==> config.mk <==
export PLATFORM = sky130hd
export DESIGN_NAME = bbf_mask_unit
export DESIGN_NICKNAME = d
export VERILOG_FILES = /design/src/hw/rtl/bbf_pkg.sv /design/src/hw/rtl/bbf_mask_unit.sv
export SDC_FILE = /design/constraint.sdc
export NUM_CORES = 1
export LEC_CHECK = 0
export ABC_AREA = 1
export BUFFER_PORTS_ARGS = -buffer_cell sky130_fd_sc_hd__buf_2
export CAP_MARGIN = 5
export CORE_MARGIN = 8
export CORE_UTILIZATION = 60
export DETAILED_ROUTE_END_ITERATION = 16
export PLACE_DENSITY = 0.8
export SYNTH_ARGS = -nofsm -noshare
export SYNTH_HDL_FRONTEND = slang
export SYNTH_SLANG_ARGS = --single-unit
==> constraint.sdc <==
create_clock -name clock -period 21.5 [get_ports clock]
set_clock_uncertainty 0.15 [all_clocks]
set_input_delay 3.225 -clock clock [delete_from_list [all_inputs] [get_ports clock]]
set_output_delay 3.225 -clock clock [all_outputs]
set_load 0.1 [all_outputs]
==> src/hw/rtl/bbf_pkg.sv <==
// Shared types and constants of the blocked Bloom filter.
package bbf_pkg;

   localparam logic [63:0] MIX_MULT    = 64'h4cf2d24a9f24e7a5;
   localparam logic [63:0] GOLDEN_STEP = 64'h9E3779B97F4A7C15;

   // Low factor word and the six bits above it that reach the probe position
   localparam logic [31:0] MIX_MULT_LO  = MIX_MULT[31:0];
   localparam logic [5:0]  MIX_MULT_LO6 = MIX_MULT[5:0];
   localparam logic [5:0]  MIX_MULT_HI6 = MIX_MULT[37:32];

   localparam int CFG_LOG2_W          = 4;
   localparam int BUCKET_LOG2_DEFAULT = 12;
   localparam int CSR_DATA_W          = 32;
   localparam int CSR_ADDR_W          = 3;

   localparam logic REG_BUCKET_LOG2 = 1'b0;

   localparam logic OP_INSERT = 1'b0;
   localparam logic OP_QUERY  = 1'b1;

   typedef enum logic [1:0] {
      ST_CLEAR,
      ST_IDLE,
      ST_MIX,
      ST_FINISH
   } state_type;

   typedef struct packed {
      logic load;
      logic step;
   } mix_ctrl_type;

endpackage

==> src/hw/rtl/bbf_mask_unit.sv <==
// Iterative probe-mask builder: one mixer round per cycle over a shared multiplier.
module bbf_mask_unit #(
   parameter int HASH_COUNT = 8
) (
   input  logic                 clock,
   input  logic                 reset,
   input  bbf_pkg::mix_ctrl_type ctrl,
   input  logic [31:0]          seed,
   output logic [63:0]          mask,
   output logic                 round_last
);

   import bbf_pkg::*;

   localparam int CNT_W = (HASH_COUNT > 1) ? $clog2(HASH_COUNT) : 1;

   logic [63:0]      seed_ff, seed_in;
   logic [63:0]      mask_ff, mask_in;
   logic [CNT_W-1:0] round_ff, round_in;

   logic [31:0] w_lo;
   logic [5:0]  w_hi;
   logic [63:0] prod_lo;
   logic [11:0] cross_a;
   logic [11:0] cross_b;
   logic [5:0]  pos;

   // Only product bits 37..32 matter, so the 64-bit multiply splits into
   // one 32x32 product and two narrow cross terms.
   assign w_lo    = seed_ff[31:0] ^ seed_ff[63:32];
   assign w_hi    = seed_ff[37:32];
   assign prod_lo = w_lo * MIX_MULT_LO;
   assign cross_a = w_hi * MIX_MULT_LO6;
   assign cross_b = w_lo[5:0] * MIX_MULT_HI6;
   assign pos     = prod_lo[37:32] + cross_a[5:0] + cross_b[5:0];

   always_comb begin
      seed_in  = seed_ff;
      mask_in  = mask_ff;
      round_in = round_ff;
      if (ctrl.load) begin
         seed_in  = {32'b0, seed} + GOLDEN_STEP;
         mask_in  = '0;
         round_in = '0;
      end else if (ctrl.step) begin
         seed_in  = seed_ff + GOLDEN_STEP;
         mask_in  = mask_ff | (64'b1 << pos);
         round_in = round_ff + 1'b1;
      end
   end

   always_ff @(posedge clock) begin
      if (reset) begin
         round_ff <= '0;
      end else begin
         round_ff <= round_in;
      end
      seed_ff <= seed_in;
      mask_ff <= mask_in;
   end

   assign mask       = mask_ff;
   assign round_last = (round_ff == CNT_W'(HASH_COUNT - 1));

endmodule

# Yosys cells after proc, flatten, opt, wreduce, memory -nomap -nowiden
# Cells that the tools add are included.
# totals
regBits	131
in_bits	36
output_inout_bits	65
wordCells	19
# op_classes
add_sub_neg	5
n_mul	3
n_eq_ne	1
n_shift	1
n_mux	2
bitwise	2
n_reduce_logical	2
# op_table
operator	count
64-bit two-way mux	2
32-bit by 64-bit adder with 64-bit output, second input constant	1
64-bit adder, second input constant	1
64-bit OR	1
1-bit by 6-bit << shifter with 64-bit output, first input constant	1
32-bit by 32-bit multiplier with 38-bit output, second input constant	1
32-bit bitwise XOR	1
6-bit adder	2
6-bit by 3-bit multiplier with 5-bit output, second input constant	1
6-bit by 6-bit multiplier with 6-bit output, second input constant	1
3-bit by 1-bit adder with 3-bit output, second input constant	1
3-bit equality test, second input constant	1
2-bit nonzero test	1
2-bit OR reduction	1

# Depth between registers and ports, before layout
# logic_depth
depth_word	6
depth_mapped	51
ltp_nobuf	49

# Worst setup path after synthesis
# OpenSTA, ideal clock, no wires.
# synth_timing
kind	register to register
from	reg seed_ff[17]
to	reg mask_ff[10] (netlist: mask[10])
setup_time_ns	0.142
arrival_ns	9.441
required_time_ns	21.208
slack_ns	11.767
path_stages_with_launch	44
n_path_buf	1
synth_period_minus_slack_ns	9.733
cell_sequence	edfxtp_1 -> xnor2_1 -> inv_1 -> nor2_1 -> nor2_1 -> ha_1 -> or2_2 -> fa_1 -> fa_1 -> inv_1 -> fa_1 -> inv_1 -> fa_1 -> fa_1 -> fa_1 -> inv_1 -> fa_1 -> inv_1 -> (+8 left out) -> inv_1 -> ha_1 -> inv_1 -> fa_1 -> inv_1 -> ha_1 -> a21oi_1 -> nand2_1 -> xor2_1 -> xor2_1 -> inv_1 -> nand2_2 -> nand2_2 -> nand2_4 -> nand2_4 -> buf_6 -> nand2_2 -> a21oi_2
# synth_via
elab_chain_cells	6
# synth_lines
element	line	rtl
start: declaration	bbf_mask_unit.sv:17	logic [63:0] seed_ff, seed_in;
start signal: assignment	bbf_mask_unit.sv:58	seed_ff <= seed_in;
32-bit bitwise XOR	bbf_mask_unit.sv:30	assign w_lo = seed_ff[31:0] ^ seed_ff[63:32];
32-bit by 32-bit multiplier with 38-bit output	bbf_mask_unit.sv:32	assign prod_lo = w_lo * MIX_MULT_LO;
6-bit adder (2 in a row)	bbf_mask_unit.sv:35	assign pos = prod_lo[37:32] + cross_a[5:0] + cross_b[5:0];
1-bit by 6-bit << shifter with 64-bit output	bbf_mask_unit.sv:47	mask_in = mask_ff | (64'b1 << pos);
64-bit OR	bbf_mask_unit.sv:47	
end signal: assignment	bbf_mask_unit.sv:59	mask_ff <= mask_in;
end: declaration	bbf_mask_unit.sv:18	logic [63:0] mask_ff, mask_in;
# No other way between the ends.
# A chain may end at the register's enable or synchronous reset.

# Worst setup path in the final report
# layout_timing
from	reg seed_ff[4]
to	reg mask_ff[20] (netlist: mask[20])
# layout_via
elab_chain_cells	6
word_cells_on_any_way	7
classes_between	add/sub (2); mul (2); shift (1); bitwise (2)
# layout_lines
element	line
32-bit bitwise XOR *	bbf_mask_unit.sv:30
32-bit by 32-bit multiplier with 38-bit output	bbf_mask_unit.sv:32
6-bit adder	bbf_mask_unit.sv:35
6-bit adder *	bbf_mask_unit.sv:35
1-bit by 6-bit << shifter with 64-bit output *	bbf_mask_unit.sv:47
64-bit OR *	bbf_mask_unit.sv:47
# Every way passes the cells marked *; elsewhere a longest branch is shown, timed or not.

==> metrics <==
min Tclk post-route between 10,000 and 15,000 ps; FF+latch area 0.00326 mm²; max cap viols 0; Layout Cells excl Fill about 3,000; post-synth design cell area 0.0201 mm²; Vias/cell 5.46; gp weighted congestion between 1 and 1.5; Inserted Clock Buffers 17; core area ~0.033 mm²; global-route wire length before repair about 93,000 µm; Avg WL per Cell 19.0 µm; clock root buffer clkbuf_16; CTS sink cnt 131; Post-Syn Nets between 3,000 and 4,000; Setup WS post-layout 9720 ps; unique cell type count in the Yosys netlist 60; CP most frequent cell inv_1; Avg Inst Size Synth roughly 8 µm²; CTS H-tree lvls 4; DPL Wire Length approximately 50,000 µm; crit path max-delay cell type xor2_1; Max FO, Critical Path 33; PortBufs 100; Synth Instances 2,521; starting density of the core 0.605; Pre-antenna DRT Iters 6; setup bufs post-CTS 0; std cell rows 67; max-slew violations 0; diodes inserted 0; RSZ-0062 raised after global routing false; sequential area share after synthesis 0.162; final hold vios 0; fmax 0.0849 GHz; initial antenna violation count 0; CTS-repair resized insts 0; Buf/Inv on CP 9; Slowest Stage Delay on Critical Path between 1000 and 1500 ps; Detailed Route Iter0 Violations 1,305; path type of the worst setup path flop to flop; Die Y 199 µm; Slew headroom 0.0856; WP data required between 20,000 and 25,000 ps; clk_lat worst skew between 400 and 500 ps; predominant post-synthesis flop cell dfxtp_1; largest net degree at the start of global routing 66; worst slew pin tran 1370 ps; total negative setup slack 0 ps; num ports between 100 and 150; status finished clean; layout cells sized above 1 0.0738; CP top delay family adder cells; vias in the first global route ~18,000; DP Cell Count 3,031; Area Overhead vs Synth 7.31%; Worst Setup Start Kind flop; Post-synth EDFFs 64; FFs w/ async S/R, synth 0; drt drc 0; CTS Hold Bufs 0; fillers 2,847; Routed WL between 50,000 and 60,000 µm; die area ~0.040 mm²; total gr overflow 0; footprint of the multi-input gates between 0.01 and 0.015 mm²; Layout Nets roughly 3,100; Min-Delay Path Class flop to flop; routed via count 16,700; crit end category flop; post-place setup slack 9920 ps; CTS Buffer Depth 2; Seq cells post-synth between 100 and 150; post-route ant nets 0; Yosys warnings 0; CTS tree built; Worst Path Arrival 11,980 ps; die width around 200 µm; clock slew seen by the registers of the worst setup and hold paths ~70 ps; fin crit share 0.548; Tot GR Track Use 0.304; Final setup viols 0
[worst paths after layout]
check	startpoint	endpoint	slack, ps	cells after the start
max reg2reg	seed_ff[4]$_DFFE_PP_	mask[20]$_SDFFE_PP0P_	9720	42
max	seed_ff[4]$_DFFE_PP_	mask[20]$_SDFFE_PP0P_	9720	42
min	mask[38]$_SDFFE_PP0P_	mask[38]$_SDFFE_PP0P_	300	2
min reg2reg	mask[38]$_SDFFE_PP0P_	mask[38]$_SDFFE_PP0P_	300	2
[cells in the final DEF, fill, tap and decap left out, drive strengths merged, types with 9 or more instances in the layout]
master / synthesis / routed
a21oi: 160 / 160
a31oi: 18 / 18
buf: 16 / 108
clkbuf: 30 / 19
dfxtp: 67 / 67
edfxtp: 64 / 64
fa: 274 / 274
ha: 235 / 235
inv: 714 / 722
nand2: 362 / 362
nand3: 103 / 103
nand4: 28 / 28
nor2: 187 / 187
nor3: 23 / 23
nor4: 9 / 9
o21ai: 92 / 92
or2: 14 / 14
xnor2: 31 / 31
xor2: 39 / 39
[layout make-up]
class | count | share of cell area
clock buffer | 19 | 0.0205
sequential | 131 | 0.151
inverter | 714 | 0.124
clock inverter | 13 | 0.00452
multi-input combinational | 1630 | 0.648
timing repair buffer | 108 | 0.0261
tap | 448 | 0.0259
[state kept, by name, summed over array words and instances (netlist names)]
register,flops
seed_ff,64
round_ff,3
mask,64
[per-layer routing]
metal / routed length (µm) / global-route usage / up-vias
li1: - / - / 7907
met1: 24000 / 0.386 / 7993
met2: 27400 / 0.505 / 690
met3: 3920 / 0.0480 / 146
met4: 2940 / 0.145 / 0
met5: 0 / 0 / -
[Yosys cell counts, types with 2 or more instances]
master | count | area share
inv_1 | 708 | 0.13
nand2_1 | 346 | 0.064
fa_1 | 274 | 0.27
ha_1 | 235 | 0.15
nor2_1 | 185 | 0.034
a21oi_1 | 149 | 0.037
nand3_1 | 101 | 0.025
o21ai_0 | 86 | 0.021
dfxtp_1 | 67 | 0.067
edfxtp_1 | 64 | 0.095
xor2_1 | 39 | 0.017
xnor2_1 | 31 | 0.013
clkbuf_1 | 30 | 0.0056
nand4_1 | 28 | 0.0087
nor3_1 | 22 | 0.0055
a31oi_1 | 18 | 0.0056
nand2_2 | 14 | 0.0043
a21oi_2 | 11 | 0.0048
or2_2 | 10 | 0.0031
nor4_1 | 9 | 0.0028
buf_2 | 8 | 0.0020
inv_2 | 6 | 0.0011
o21a_1 | 5 | 0.0019
o21ai_1 | 5 | 0.0012
o22ai_1 | 5 | 0.0016
o31ai_1 | 5 | 0.0019
o21bai_1 | 4 | 0.0015
or2_1 | 4 | 0.0012
buf_4 | 3 | 0.0011
buf_6 | 3 | 0.0017
nand3b_1 | 3 | 0.0011
o211ai_1 | 3 | 0.0011
o32ai_1 | 3 | 0.0013
a21boi_0 | 2 | 0.00075
a21boi_1 | 2 | 0.00075
a21o_1 | 2 | 0.00075
a221oi_1 | 2 | 0.00087
a32oi_1 | 2 | 0.00087
buf_1 | 2 | 0.00037
nand2_4 | 2 | 0.0011
nor2_2 | 2 | 0.00062
nor3b_1 | 2 | 0.00075
o311ai_0 | 2 | 0.00087
[worst reg2reg max path: cells and delay by family, from the launching register on]
kind | cells | cell delay [ps]
AO/OA/AOI/OAI | 5 | 1170
flip-flops | 1 | 500
buffers and inverters | 9 | 750
XOR/XNOR | 3 | 1500
adder cells (fa/ha/maj) | 13 | 5620
AND/OR/NAND/NOR | 12 | 2020
[through the flow]
stage                     utilization  hold slack, ps  cell area, µm²
after floorplan                     -             290           20100
after global placement          0.633             285           21100
after detailed placement        0.633             288           21100
after CTS                       0.649             297           21600
after global routing            0.649             319           21600
final                           0.649             297           21600
[kinds of logic (layout without fill, tap and decap cells)]
kind of cell | Yosys count | after routing | share of synthesized area
AO/OA/AOI/OAI | 317 | 317 | 0.0890
XOR/XNOR | 70 | 70 | 0.0304
adder cells (fa/ha/maj) | 509 | 509 | 0.418
buffers and inverters | 760 | 854 | 0.144
flip-flops | 131 | 131 | 0.162
multiplexers | 1 | 1 | 0.000497
AND/OR/NAND/NOR | 733 | 733 | 0.156
Power is not shown: default switching activity piles up to over one toggle a cycle in this logic, so the estimate is an artifact.
